File: src/design/assert_macros.svh
// assertion macros used by the rtl top; empty when synthesising
`ifndef ASSERT_MACROS_SVH
`define ASSERT_MACROS_SVH

`ifndef SYNTHESIS

// combinational check on every rising clock edge out of reset
`define SMC_ASSERT(lbl, clk_s, rst_n_s, cond) \
	lbl: assert property (@(posedge clk_s) disable iff (!rst_n_s) (cond)) \
		else $error("assertion failed");

// implication check, consequent checked on the same clock edge as the antecedent
`define SMC_ASSERT_IMPL(lbl, clk_s, rst_n_s, ante, cons) \
	lbl: assert property (@(posedge clk_s) disable iff (!rst_n_s) (ante) |-> (cons)) \
		else $error("assertion failed");

`else

`define SMC_ASSERT(lbl, clk_s, rst_n_s, cond)
`define SMC_ASSERT_IMPL(lbl, clk_s, rst_n_s, ante, cons)

`endif

`endif

File: src/design/smc_pkg.sv
`default_nettype none

package smc_pkg;

	// operating modes
	typedef enum logic [1:0] {
		MODE_OFF   = 2'd0,
		MODE_SPRAY = 2'd1,
		MODE_CLEAN = 2'd2
	} mode_t;

	// key classification result
	typedef enum logic [1:0] {
		KEY_NONE  = 2'd0,
		KEY_SHORT = 2'd1,
		KEY_LONG  = 2'd2
	} key_event_t;

	// configuration port
	localparam int unsigned CfgIdxW  = 3;
	localparam int unsigned CfgDataW = 16;

	localparam logic [CfgIdxW-1:0] REG_TICKS_PER_HALF = 3'd0;
	localparam logic [CfgIdxW-1:0] REG_AUTO_OFF       = 3'd1;
	localparam logic [CfgIdxW-1:0] REG_SLEEP_GRACE    = 3'd2;
	localparam logic [CfgIdxW-1:0] REG_SHORT_PRESS    = 3'd3;
	localparam logic [CfgIdxW-1:0] REG_LONG_PRESS     = 3'd4;
	localparam logic [CfgIdxW-1:0] REG_CLEAN_OFF      = 3'd5;
	localparam logic [CfgIdxW-1:0] REG_CLEAN_CYCLE    = 3'd6;

	// register reset values
	localparam logic [5:0]  RST_TICKS_PER_HALF = 6'd50;
	localparam logic [15:0] RST_AUTO_OFF       = 16'd28800;
	localparam logic [3:0]  RST_SLEEP_GRACE    = 4'd10;
	localparam logic [7:0]  RST_SHORT_PRESS    = 8'd8;
	localparam logic [7:0]  RST_LONG_PRESS     = 8'd200;
	localparam logic [5:0]  RST_CLEAN_OFF      = 6'd20;
	localparam logic [5:0]  RST_CLEAN_CYCLE    = 6'd30;

	// stream widths
	localparam int unsigned InDataW  = 8;
	localparam int unsigned OutDataW = 16;

	typedef struct packed {
		logic [5:0]  ticks_per_half;
		logic [15:0] auto_off;
		logic [3:0]  sleep_grace;
		logic [7:0]  short_press;
		logic [7:0]  long_press;
		logic [5:0]  clean_off;
		logic [5:0]  clean_cycle;
	} cfg_t;

	typedef struct packed {
		logic [5:0]  tick_cnt;
		logic [15:0] half_cnt;
		logic [3:0]  grace_cnt;
		logic [7:0]  press_cnt;
		logic        long_reported;
		mode_t       mode;
		logic        spray_on;
		logic        led;
		logic        blink;
		logic [5:0]  clean_cnt;
		logic        low_voltage;
	} state_t;

	typedef struct packed {
		logic       sleep_entered;
		logic       low_voltage;
		key_event_t key_event;
		logic       blink_line;
		logic       led_latch;
		logic       spray_enable;
		mode_t      mode;
	} result_t;

endpackage

`default_nettype wire

File: src/design/smc_cfg_regs.sv
`default_nettype none

module smc_cfg_regs
	import smc_pkg::*;
(
	input  wire logic                clk,
	input  wire logic                arst_n,
	input  wire logic                cfg_we,
	input  wire logic [CfgIdxW-1:0]  cfg_index,
	input  wire logic [CfgDataW-1:0] cfg_wdata,
	output cfg_t                     cfg
);

	cfg_t cfg_q;

	// register file, writes to unused indexes are dropped
	always_ff @(posedge clk or negedge arst_n) begin
		if (!arst_n) begin
			cfg_q.ticks_per_half <= RST_TICKS_PER_HALF;
			cfg_q.auto_off       <= RST_AUTO_OFF;
			cfg_q.sleep_grace    <= RST_SLEEP_GRACE;
			cfg_q.short_press    <= RST_SHORT_PRESS;
			cfg_q.long_press     <= RST_LONG_PRESS;
			cfg_q.clean_off      <= RST_CLEAN_OFF;
			cfg_q.clean_cycle    <= RST_CLEAN_CYCLE;
		end else if (cfg_we) begin
			unique case (cfg_index)
				REG_TICKS_PER_HALF: cfg_q.ticks_per_half <= cfg_wdata[5:0];
				REG_AUTO_OFF:       cfg_q.auto_off       <= cfg_wdata[15:0];
				REG_SLEEP_GRACE:    cfg_q.sleep_grace    <= cfg_wdata[3:0];
				REG_SHORT_PRESS:    cfg_q.short_press    <= cfg_wdata[7:0];
				REG_LONG_PRESS:     cfg_q.long_press     <= cfg_wdata[7:0];
				REG_CLEAN_OFF:      cfg_q.clean_off      <= cfg_wdata[5:0];
				REG_CLEAN_CYCLE:    cfg_q.clean_cycle    <= cfg_wdata[5:0];
				default: ;
			endcase
		end
	end

	assign cfg = cfg_q;

endmodule

`default_nettype wire

File: src/design/smc_tick_logic.sv
`default_nettype none

module smc_tick_logic
	import smc_pkg::*;
(
	input  wire cfg_t   cfg,
	input  wire state_t cur,
	input  wire logic   key_pressed,
	input  wire logic   supply_ok,
	output state_t      nxt,
	output result_t     res
);

	// one tick of the controller, in the order voltage, timers, clean cycle, key, mode
	always_comb begin
		state_t     s;
		logic       slept;
		key_event_t ev;
		logic [7:0] cnt;

		s     = cur;
		slept = 1'b0;
		ev    = KEY_NONE;
		cnt   = '0;

		// voltage check
		if (supply_ok) begin
			s.low_voltage = 1'b0;
		end else begin
			s.low_voltage = 1'b1;
			s.mode        = MODE_OFF;
			s.led         = 1'b1;
			s.grace_cnt   = s.grace_cnt + 4'd1;
			if (s.grace_cnt >= cfg.sleep_grace) begin
				s.half_cnt  = '0;
				s.spray_on  = 1'b0;
				s.blink     = 1'b0;
				s.grace_cnt = '0;
				s.mode      = MODE_OFF;
				slept       = 1'b1;
			end
		end

		// half-second prescaler and auto-off
		s.tick_cnt = s.tick_cnt + 6'd1;
		if (s.tick_cnt == cfg.ticks_per_half) begin
			s.tick_cnt = '0;
			if (s.half_cnt != 16'hFFFF) begin
				s.half_cnt = s.half_cnt + 16'd1;
			end
			if ((s.half_cnt >= cfg.auto_off) || ((s.mode == MODE_OFF) && s.led)) begin
				s.led       = 1'b1;
				s.grace_cnt = s.grace_cnt + 4'd1;
				if (s.grace_cnt >= cfg.sleep_grace) begin
					s.half_cnt  = '0;
					s.spray_on  = 1'b0;
					s.blink     = 1'b0;
					s.grace_cnt = '0;
					s.mode      = MODE_OFF;
					slept       = 1'b1;
				end
			end
		end

		// clean cycle
		if (s.mode == MODE_CLEAN) begin
			if (s.tick_cnt == 6'd0) begin
				s.blink = ~s.blink;
				if (s.clean_cnt == cfg.clean_off) begin
					s.spray_on = 1'b0;
					s.blink    = 1'b0;
				end
				if (s.clean_cnt >= cfg.clean_cycle) begin
					s.clean_cnt = '0;
					s.spray_on  = 1'b1;
				end
				s.clean_cnt = s.clean_cnt + 6'd1;
			end
		end else if (s.mode == MODE_OFF) begin
			s.spray_on = 1'b0;
			s.blink    = 1'b0;
		end

		// key classification
		if (key_pressed) begin
			cnt = (s.press_cnt == 8'hFF) ? 8'hFF : s.press_cnt + 8'd1;
			if (cnt >= cfg.long_press) begin
				cnt = cfg.long_press;
				if (!s.long_reported) begin
					s.long_reported = 1'b1;
					ev              = KEY_LONG;
				end
			end
			s.press_cnt = cnt;
		end else begin
			if (s.press_cnt >= cfg.long_press) begin
				s.long_reported = 1'b0;
			end else if (s.press_cnt >= cfg.short_press) begin
				ev = KEY_SHORT;
			end
			s.press_cnt = '0;
		end

		// mode step and led toggle
		case (ev)
			KEY_SHORT: begin
				s.half_cnt = '0;
				case (s.mode)
					MODE_OFF:   s.mode = MODE_SPRAY;
					MODE_SPRAY: s.mode = MODE_CLEAN;
					default:    s.mode = MODE_OFF;
				endcase
				if (s.mode != MODE_OFF) begin
					s.spray_on = 1'b1;
				end
			end
			KEY_LONG: begin
				s.led = ~s.led;
				if (s.mode == MODE_OFF) begin
					s.half_cnt = '0;
				end
			end
			default: ;
		endcase

		nxt = s;

		res.mode          = s.mode;
		res.spray_enable  = s.spray_on;
		res.led_latch     = s.led;
		res.blink_line    = s.blink;
		res.key_event     = ev;
		res.low_voltage   = s.low_voltage;
		res.sleep_entered = slept;
	end

endmodule

`default_nettype wire

File: src/design/sprayer_mode_controller_top.sv
// sprayer mode controller: one input transaction per 10 ms tick, one result each
// path: an input transaction passes the input register, then the result register,
// before its result leaves; m_tready low holds both stages, s_tready drops only when full
// throughput: one tick per cycle unless m_tready stalls; a single combinational pass
// reset: arst_n asynchronous, active low; clears all controller state and handshake
// state, led latch comes up set and the configuration registers take their defaults
`default_nettype none

`include "assert_macros.svh"

module sprayer_mode_controller_top
	import smc_pkg::*;
(
	input  wire logic                clk,
	input  wire logic                arst_n,
	// tdata: [0] key_pressed, [1] supply_ok, [7:2] zero
	input  wire logic                s_tvalid,
	output logic                     s_tready,
	input  wire logic [InDataW-1:0]  s_tdata,
	// tdata: [1:0] mode, [2] spray_enable, [3] led_latch, [4] blink_line,
	// [6:5] key_event, [7] low_voltage, [8] sleep_entered, [15:9] zero
	output logic                     m_tvalid,
	input  wire logic                m_tready,
	output logic [OutDataW-1:0]      m_tdata,
	input  wire logic                cfg_we,
	input  wire logic [CfgIdxW-1:0]  cfg_index,
	input  wire logic [CfgDataW-1:0] cfg_wdata
);

	cfg_t    cfg;
	state_t  state_q;
	state_t  state_nxt;
	result_t res;
	result_t result_q;
	logic    valid_s1;
	logic    key_s1;
	logic    ok_s1;
	logic    valid_q;
	logic    out_free;
	logic    advance;

	smc_cfg_regs u_cfg (
		.clk       (clk),
		.arst_n    (arst_n),
		.cfg_we    (cfg_we),
		.cfg_index (cfg_index),
		.cfg_wdata (cfg_wdata),
		.cfg       (cfg)
	);

	smc_tick_logic u_tick (
		.cfg         (cfg),
		.cur         (state_q),
		.key_pressed (key_s1),
		.supply_ok   (ok_s1),
		.nxt         (state_nxt),
		.res         (res)
	);

	// handshake: the result register frees when empty or taken
	assign out_free = !valid_q || m_tready;
	assign advance  = valid_s1 && out_free;
	assign s_tready = !valid_s1 || advance;

	// input register
	always_ff @(posedge clk or negedge arst_n) begin
		if (!arst_n) begin
			valid_s1 <= 1'b0;
		end else if (s_tready) begin
			valid_s1 <= s_tvalid;
		end
	end

	always_ff @(posedge clk) begin
		if (s_tready && s_tvalid) begin
			key_s1 <= s_tdata[0];
			ok_s1  <= s_tdata[1];
		end
	end

	// controller state, updated once per tick as it moves to the result register
	always_ff @(posedge clk or negedge arst_n) begin
		if (!arst_n) begin
			state_q <= '{
				tick_cnt:      '0,
				half_cnt:      '0,
				grace_cnt:     '0,
				press_cnt:     '0,
				long_reported: 1'b0,
				mode:          MODE_OFF,
				spray_on:      1'b0,
				led:           1'b1,
				blink:         1'b0,
				clean_cnt:     '0,
				low_voltage:   1'b0
			};
		end else if (advance) begin
			state_q <= state_nxt;
		end
	end

	// result register
	always_ff @(posedge clk or negedge arst_n) begin
		if (!arst_n) begin
			valid_q <= 1'b0;
		end else if (out_free) begin
			valid_q <= valid_s1;
		end
	end

	always_ff @(posedge clk) begin
		if (advance) begin
			result_q <= res;
		end
	end

	assign m_tvalid = valid_q;
	assign m_tdata  = {{(OutDataW - $bits(result_t)){1'b0}}, result_q};

	// checks on the controller and its pipeline
	`SMC_ASSERT(a_mode_legal, clk, arst_n, !m_tvalid || (m_tdata[1:0] != 2'd3))
	`SMC_ASSERT_IMPL(a_sleep_off, clk, arst_n, m_tvalid && m_tdata[8] && (m_tdata[6:5] == KEY_NONE), (m_tdata[1:0] == MODE_OFF) && !m_tdata[2])
	`SMC_ASSERT_IMPL(a_low_v_off, clk, arst_n, m_tvalid && m_tdata[7] && (m_tdata[6:5] == KEY_NONE), m_tdata[1:0] == MODE_OFF)
	`SMC_ASSERT_IMPL(a_stall_why, clk, arst_n, !s_tready, valid_s1 && valid_q && !m_tready)

endmodule

`default_nettype wire

File: config.mk
export PLATFORM = sky130hd
export DESIGN_NAME = sprayer_mode_controller_top
export DESIGN_NICKNAME = d
export VERILOG_FILES = /design/src/design/smc_pkg.sv /design/src/design/smc_cfg_regs.sv /design/src/design/smc_tick_logic.sv /design/src/design/sprayer_mode_controller_top.sv
export VERILOG_INCLUDE_DIRS = /design/src /design/src/design
export SDC_FILE = /design/constraint.sdc
export NUM_CORES = 1
export LEC_CHECK = 0
export BUFFER_PORTS_ARGS = -buffer_cell sky130_fd_sc_hd__buf_4
export CAP_MARGIN = 0
export CORE_MARGIN = 4
export CORE_UTILIZATION = 56
export CTS_CLUSTER_SIZE = 8
export DETAILED_ROUTE_END_ITERATION = 12
export MAX_ROUTING_LAYER = met4
export PLACE_DENSITY = 0.82
export SETUP_SLACK_MARGIN = 0.15
export SKIP_CTS_REPAIR_TIMING = 1
export SYNTH_ARGS = -nofsm -noshare
export SYNTH_HDL_FRONTEND = slang
export SYNTH_SLANG_ARGS = --single-unit
File: constraint.sdc
create_clock -name clk -period 7.89 [get_ports clk]
set_clock_uncertainty 0.2 [all_clocks]
set_input_delay 1.1835 -clock clk [delete_from_list [all_inputs] [get_ports clk]]
set_output_delay 1.1835 -clock clk [all_outputs]
set_load 0.005 [all_outputs]
==> impl_metrics.tcl, run 1 <==
set metrics [dict create \
    grt_pass1_vias 6103 \
    antenna_cells 0 \
    startpoint_type "register" \
    synth_warnings 0 \
    rows 41 \
    arrival_ps 6850 \
    area_delta_synth_final_pct 13.7 \
    placed_cell_area_sq_um 7650 \
    die_h_um 122 \
    drt_first_pass_iters 7 \
    dp_hpwl_um 12800 \
    synth-seq-cells 113 \
    synth_area_leaders "dfrtp_1 28%, ha_1 10%, dfstp_2 7.2%" \
    end_kind "register" \
    synthCells 766 \
    yosysMostFrequentCell "nand2_1" \
    drive_gt1_frac 0.180 \
    drt_iter0_drc 496 \
    port_buffers 36 \
    die_w_um 122 \
    h-tree-depth 4 \
    finalCriticalPeriod_ps 6730 \
    synth-main-ff-cell "dfrtp_1" \
    via_per_inst 6.11 \
    syn_area_sq_um 7260 \
    synth_common_cells "90 x nand2_1, 82 x dfrtp_1, 70 x o21ai_0, 60 x ha_1, 52 x inv_1" \
    critPathKind "reg -> reg" \
    antenna_found_initial 0 \
    p_per_area_nw_per_um2 317 \
    cts_root_buf "clkbuf_16" \
    grt_max_degree 57 \
    cts_tree "done" \
    detail-route-antenna-nets 0 \
    final_area_sq_um 8260 \
    grt_pass1_wl_um 29900 \
    synth.avg_cell_area_sq_um 9.48 \
    ys_seq_area_frac 0.400 \
    fin_crit_sh 0.853 \
    timing.fmax_mhz 149 \
    drc_errors 0 \
    yosys.area.top_type "dfrtp_1" \
    ios 50 \
    grt_use_total 0.267 \
    maxCapViolCount 0 \
    synth.top_cell.area_share 0.283 \
    start_util 0.573 \
    synth_edf_count 11 \
    place_congestion 0.947 \
    tightest_slew_ps 1020 \
    grt_overflow 0 \
    rsz0062_at_grt "no" \
    p_leak_nw 3.62 \
    cts.sinks 113 \
    hold_viol 0 \
    dpl.cell_count 952 \
    final_cells 984 \
    ys_types 70 \
    core_area_sq_um 12700 \
    setup-violations-final 0 \
    fin_tns_setup_ps 0 \
    routed_wl_um 17900 \
    hold_class "reg -> reg" \
    timing.final.max_slew_violations 0 \
    ir_worst_vdd_uv 200 \
    async_flop_share 0.903 \
    clockBufferDepth 2 \
    clk_pin_slew_ps 60 \
    cts_buffers 17 \
    die_area_sq_um 14900 \
    wl_per_cell_um 18.2 \
    run_status "finished, final reports clean" \
    worstSkewPairLatency_ps 430 \
    vias 6013 \
    relSlewSlack 0.314 \
    fillers 997 \
    critPathMaxFanout 11 \
    cp.required_ps 8010 \
    nets 891 \
]
-- placed cells by master (no fill, tap or decap), types with 24 or more instances in the layout --
cell type  count
nand3_1       24
inv_1         52
ha_1          60
mux2_2        36
a21oi_1       26
o21ai_0       70
dfrtp_1       82
nand2_1       90
buf_4         43
nor2_1        32
-- critical path, stage by stage (launching register included) --
cell and delay (ps):
dfrtp_1 450, ha_1 270, xor2_1 180, ha_1 290
o21a_1 180, a21o_1 230, nand2_1 220, and2_1 200
ha_1 210, nand2_1 90, nor3_1 350, and2_1 300
o21ai_0 300, nand4_1 290, xnor2_1 150, nor2_1 70
ha_1 240, a21oi_1 110, o21ai_0 120, a2111oi_0 530
o21ai_1 360, a311oi_2 860, mux2_2 410
-- registers in the layout, summed over array words and instances (netlist names) --
name       count
valid_s1       1
m_tvalid       1
key_s1         1
m_tdata        9
u_cfg.cfg     54
ok_s1          1
state_q       46
-- metal layers --
| layer | up-vias | GRT usage | wire length (um) |
|---|---|---|---|
| met5 | - | - | 0 |
| met4 | 0 | 0.113 | 463 |
| met3 | 48 | 0.0734 | 1020 |
| met2 | 191 | 0.431 | 8780 |
| met1 | 2951 | 0.317 | 7650 |
| li1 | 2823 | - | - |
-- power by group --
part,total (W),internal (W),switching (W)
clock network,0.000790,0.000515,0.000275
logic,0.000975,0.000407,0.000567
registers,0.000854,0.000726,0.000128
-- path summary, 6_finish.rpt --
check,endpoint,slack (ps),depth (start not counted),start
worst max-delay path,state_q[2]$_DFFE_PN0P_,1160,22,state_q[21]$_DFFE_PN0P_
worst min-delay path,u_cfg.cfg[27]$_DFFE_PN0P_,310,1,u_cfg.cfg[27]$_DFFE_PN0P_
worst max register to register,state_q[2]$_DFFE_PN0P_,1160,22,state_q[21]$_DFFE_PN0P_
worst min register to register,u_cfg.cfg[27]$_DFFE_PN0P_,310,1,u_cfg.cfg[27]$_DFFE_PN0P_
max in group asynchronous,state_q[20]$_DFFE_PN0P_,5750,2,arst_n
min in group asynchronous,u_cfg.cfg[41]$_DFFE_PN0P_,580,1,arst_n
-- final cells by class --
type,count,area [sq um],share of cell area
Clock inverter,9,100,0.0121
Multi-Input combinational cell,571,4000,0.485
Tap cell,172,215,0.0261
Timing Repair Buffer,43,323,0.0391
Clock buffer,23,510,0.0618
Inverter,53,199,0.0241
Sequential cell,113,2910,0.352
-- stage by stage --
step / total power [W] / hold WS (ps) / worst slack [ps] / util
after floorplan: 0.00155 / 257 / 2130 / -
after global placement: 0.00174 / 273 / 1370 / 0.603
after detailed placement: 0.00181 / 298 / 1240 / 0.603
after CTS: 0.00262 / 310 / 1210 / 0.652
after global routing: 0.00280 / 317 / 615 / 0.652
final: 0.00262 / 310 / 1160 / 0.652
-- cells by family after synthesis --
| logic type | share of synthesized area |
|---|---|
| flip-flops | 0.400 |
| AO/OA/AOI/OAI | 0.188 |
| buffers and inverters | 0.0525 |
| AND/OR/NAND/NOR | 0.161 |
| XOR/XNOR | 0.0289 |
| multiplexers | 0.0655 |
| adder cells (fa/ha/maj) | 0.103 |
| other | 0.000516 |
(Power assumes the default switching activity.)
==> run 2: changes to the inputs <==
==> constraint.sdc (replaced) <==
create_clock -name clk -period 7.89 [get_ports clk]
set_clock_uncertainty 0.2 [all_clocks]
set_input_delay 1.578 -clock clk [delete_from_list [all_inputs] [get_ports clk]]
set_output_delay 1.578 -clock clk [all_outputs]
set_load 0.005 [all_outputs]
==> run 2 against run 1 <==
  * Sequential cell count stayed put
  * Wire length is 1.1% higher
  * Die area stayed put
  * Clock power is 1% lower
  * Core utilization hardly changed
  * Non-clock buffer count is 1 higher
  * Critical path type unchanged
==> impl_metrics.tcl, run 2 (synthesis results as in run 1) <==
set metrics [dict create \
    run_status "finished, final reports clean" \
    largest_reg_flops 54 \
    clockBufferDepth 2 \
    setup-violations-final 0 \
    antenna_cells 0 \
    cts.sinks 113 \
    place_congestion 0.934 \
    cts_tree "done" \
    finalCriticalPeriod_ps 6870 \
    antenna_found_initial 0 \
    ir_worst_vdd_uv 213 \
    nets 892 \
    power.total_w 0.00263 \
    cp_num_buf_inv 0 \
    startpoint_type "register" \
    hold_class "reg -> reg" \
    fin_ws_ps 1020 \
    detail-route-antenna-nets 0 \
    drt_first_pass_iters 5 \
    core_area_sq_um 12700 \
    dp_hpwl_um 12900 \
    grt_overflow 0 \
    p_per_area_nw_per_um2 318 \
    grt_use_total 0.265 \
    timing.fmax_mhz 146 \
    die_area_sq_um 14900 \
    h-tree-depth 4 \
    critPathKind "reg -> reg" \
    area_delta_synth_final_pct 13.7 \
    fin_tns_setup_ps 0 \
    critPathMaxFanout 11 \
    fin_crit_sh 0.870 \
    relSlewSlack 0.188 \
    drt_iter0_drc 578 \
    rows 41 \
    mostFrequentLayoutCells "90 x nand2_1, 82 x dfrtp_1, 70 x o21ai_0, 60 x ha_1, 52 x inv_1" \
    end_kind "register" \
    dpl.cell_count 953 \
    worstSkewPairLatency_ps 420 \
    tightest_slew_ps 1210 \
    grt_pass1_wl_um 30100 \
    cts_buffers 17 \
    grt_max_degree 63 \
    placed_cell_area_sq_um 7650 \
    path_delay_family "compound AO/OA/AOI/OAI gates" \
    drc_errors 0 \
    die_w_um 122 \
    rsz0062_at_grt "no" \
    cts_root_buf "clkbuf_16" \
    die_h_um 122 \
    grt_pass1_vias 6220 \
    via_per_inst 6.16 \
    pre_cts_ws_ps 1180 \
    arrival_ps 6960 \
    final_common_cell "nand2_1" \
    wl_per_cell_um 18.4 \
    port_buffers 36 \
    maxCapViolCount 0 \
    final_cells 985 \
    clk_pin_slew_ps 50 \
    timing.final.max_slew_violations 0 \
    start_util 0.573 \
    critical-path-slowest-cell "a311oi_2" \
    cp.required_ps 7990 \
    final_area_sq_um 8260 \
    hold_viol 0 \
    max_stage_delay_ps 860 \
    path_cells "ha_1 -> xor2_1 -> ha_1 -> o21a_1 -> a21o_1 -> nand2_1 -> and2_1 -> ha_1 -> nand2_1 -> nor3_1 -> and2_1 -> o21ai_0 -> nand4_1 -> xnor2_1 -> nor2_1 -> ha_1 -> a21oi_1 -> o21ai_0 -> a2111oi_0 -> o21ai_1 -> a311oi_2 -> mux2_2" \
    p_leak_nw 3.63 \
    drive_gt1_frac 0.178 \
    crit_path_frequent_cell "ha_1" \
    routed_wl_um 18100 \
    ios 50 \
    vias 6066 \
]
[run 2: per-layer routing]
metal,track usage,part of all wire,up-vias
met4,0.113,0.024,0
met2,0.426,0.49,227
met5,-,0,-
met3,0.0543,0.058,56
met1,0.327,0.43,2954
li1,-,-,2829
[run 2: per-stage QoR]
stage	util	hold slack (ps)
final	0.652	303
after floorplan	-	257
after global routing	0.652	313
after detailed placement	0.604	293
after CTS	0.652	305
after global placement	0.604	272
[run 2: final cells by class]
cell class                 count  area, sq um
fill                        1001         4410
multi-input combinational    571         4000
sequential                   113         2910
clock buffer                  28          537
timing repair buffer          44          330
tap                          172          215
inverter                      53          199
clock inverter                 4         70.1
[run 2: report_power, final]
part	internal, W	switching (W)
Sequential	0.000726	0.000133
Clock	0.000522	0.000258
Combinational	0.000411	0.000576
[run 2: final timing paths]
path	startpoint	endpoint	slack, ps	cells past startpoint
worst max-delay path	state_q[21]$_DFFE_PN0P_	state_q[2]$_DFFE_PN0P_	1020	22
worst min-delay path	u_cfg.cfg[26]$_DFFE_PN0P_	u_cfg.cfg[26]$_DFFE_PN0P_	300	1
worst max register to register	state_q[21]$_DFFE_PN0P_	state_q[2]$_DFFE_PN0P_	1020	22
worst min register to register	u_cfg.cfg[26]$_DFFE_PN0P_	u_cfg.cfg[26]$_DFFE_PN0P_	300	1
max in group asynchronous	arst_n	state_q[20]$_DFFE_PN0P_	5340	2
min in group asynchronous	arst_n	u_cfg.cfg[41]$_DFFE_PN0P_	930	1
[run 2: worst register-to-register path, delay by kind of cell (launching register included)]
| family | cells | cell delay [ps] |
|---|---|---|
| AOI/OAI and AO/OA | 8 | 2850 |
| xor gates and xnor gates | 2 | 360 |
| adders and majority gates | 4 | 950 |
| DFF | 1 | 450 |
| muxes | 1 | 430 |
| and+or+nand+nor | 7 | 1500 |
==> run 3: changes to the inputs <==
CAP_MARGIN = not set   (was 0)
CORE_UTILIZATION = 60   (was 56)
PLACE_DENSITY = 0.86   (was 0.82)
==> run 3 against run 2 <==
  * Critical path depth is the same
  * Combinational power shrank 1%
  * Clock power grew 5.1%
  * Maximum frequency grew 0.34%
  * Largest cell class unchanged
  * Highest routed layer unchanged
  * Critical path type unchanged
  * Global-route usage grew 1.8 points
  * Setup slack gained 23 ps
  * Final cell count shrank 3.1%
==> impl_metrics.tcl, run 3 (synthesis results as in run 1) <==
set metrics [dict create \
    drc_errors 0 \
    routed_wl_um 18100 \
    die_w_um 118 \
    worstSkewPairLatency_ps 430 \
    maxCapViolCount 0 \
    run_status "finished, final reports clean" \
    p_per_area_nw_per_um2 322 \
    grt_max_degree 74 \
    dp_hpwl_um 12700 \
    switching_share 0.366 \
    nets 890 \
    h-tree-depth 4 \
    switchingPower_w 0.000970 \
    timing.final.max_slew_violations 0 \
    die_h_um 118 \
    cts_buffers 17 \
    via_per_inst 6.35 \
    wl_per_cell_um 18.9 \
    vias 6055 \
    cts_root_buf "clkbuf_16" \
    setup-violations-final 0 \
    fin_tns_setup_ps 0 \
    startpoint_type "register" \
    grt_use_total 0.284 \
    clk_pin_slew_ps 50 \
    p_clk_frac 0.309 \
    drive_gt1_frac 0.180 \
    cp.required_ps 8000 \
    grt_pass1_vias 6278 \
    timing.fmax_mhz 146 \
    rows 39 \
    ios 50 \
    antenna_cells 0 \
    area_delta_synth_final_pct 13.4 \
    end_kind "register" \
    fillers 825 \
    clockBufferDepth 2 \
    multiInputGateArea_sq_um 4010 \
    fin_crit_sh 0.867 \
    die_area_sq_um 13900 \
    mostFrequentLayoutCells "90 x nand2_1, 82 x dfrtp_1, 70 x o21ai_0, 60 x ha_1, 52 x inv_1" \
    port_buffers 36 \
    grt_pass1_wl_um 30900 \
    cts.sinks 113 \
    antenna_found_initial 0 \
    drt_iter0_drc 608 \
    finalCriticalPeriod_ps 6840 \
    p_int_w 0.00168 \
    ir_worst_vdd_uv 210 \
    seq_area_sq_um 2910 \
    largest_reg_flops 54 \
    p_leak_nw 3.63 \
    min_path_cells 1 \
    critPathMaxFanout 11 \
    reg2regPathDepth 22 \
    drt_first_pass_iters 5 \
    combinationalPowerShare 0.368 \
    rsz0062_at_grt "no" \
    tightest_slew_ps 1110 \
    pwr-share-seq 0.322 \
    arrival_ps 6950 \
    fin_util 0.709 \
    cts_tree "done" \
    final_common_cell "nand2_1" \
    hold_viol 0 \
    place_congestion 0.966 \
    hold_class "reg -> reg" \
    grt_overflow 0 \
    critPathKind "reg -> reg" \
    core_area_sq_um 11600 \
    detail-route-antenna-nets 0 \
    start_util 0.625 \
    relSlewSlack 0.253 \
]
run 3: changes by cell type in the layout (fill, tap and decap cells not counted), sizes merged:
| cell | before | now |
|---|---|---|
| clkinv | 3 | 6 |
| clkinvlp | 0 | 1 |
| bufinv | 2 | 4 |
| clkbuf | 28 | 22 |
| buf | 44 | 42 |
run 3: through the flow:
step	instance area (sq um)	hold slack, ps	total power (W)	std cells	setup WS (ps)
floorplan	7290	257	0.00155	772	2130
global placement	7610	273	0.00174	922	1390
detailed placement	7610	284	0.00182	922	1190
CTS	8240	300	0.00265	954	1160
global route	8240	329	0.00283	954	501
finish	8240	303	0.00265	954	1050
run 3: final cells by class:
class	instances	share of cell area
Timing Repair Buffer	42	0.0383
Clock buffer	22	0.0576
Tap cell	143	0.0217
Clock inverter	10	0.0190
Multi-Input combinational cell	571	0.486
Sequential cell	113	0.353
Inverter	53	0.0241
run 3: power groups by stage:
stage          Combinational (W)  Sequential [W]  Clock (W)
3_3_place_gp            0.000888        0.000849          0
3_5_place_dp            0.000959        0.000858          0
6_report                0.000978        0.000856   0.000821
2_1_floorplan           0.000742        0.000809          0
4_1_cts                 0.000969        0.000851   0.000826
5_1_grt                  0.00110        0.000873   0.000864
run 3: final timing paths:
check	startpoint	endpoint	slack, ps
hold reg to reg	valid_s1$_DFFE_PN0N_	m_tvalid$_DFFE_PN0P_	300
setup reg to reg	state_q[21]$_DFFE_PN0P_	state_q[2]$_DFFE_PN0P_	1050
max in group asynchronous	arst_n	u_cfg.cfg[41]$_DFFE_PN0P_	5340
min in group asynchronous	arst_n	state_q[18]$_DFFE_PN0P_	890
hold / removal	valid_s1$_DFFE_PN0N_	m_tvalid$_DFFE_PN0P_	300
setup / recovery	state_q[21]$_DFFE_PN0P_	state_q[2]$_DFFE_PN0P_	1050
run 3: layer usage:
metal	share of wire	up-vias	wire, um	GRT usage
li1	-	2817	-	-
met1	0.43	2970	7720	0.353
met2	0.49	214	8880	0.452
met3	0.054	54	979	0.0610
met4	0.026	0	469	0.119
met5	0	-	0	-
run 3: critical path, cell delays in order, from the launching register on:
cell and delay [ps]:
dfrtp_1 440, ha_1 260, xor2_1 180, ha_1 290
o21a_1 190, a21o_1 230, nand2_1 220, and2_1 200
ha_1 220, nand2_1 90, nor3_1 360, and2_1 300
o21ai_0 290, nand4_1 280, xnor2_1 160, nor2_1 70
ha_1 220, a21oi_1 130, o21ai_0 120, a2111oi_0 580
o21ai_1 400, a311oi_2 880, mux2_2 410
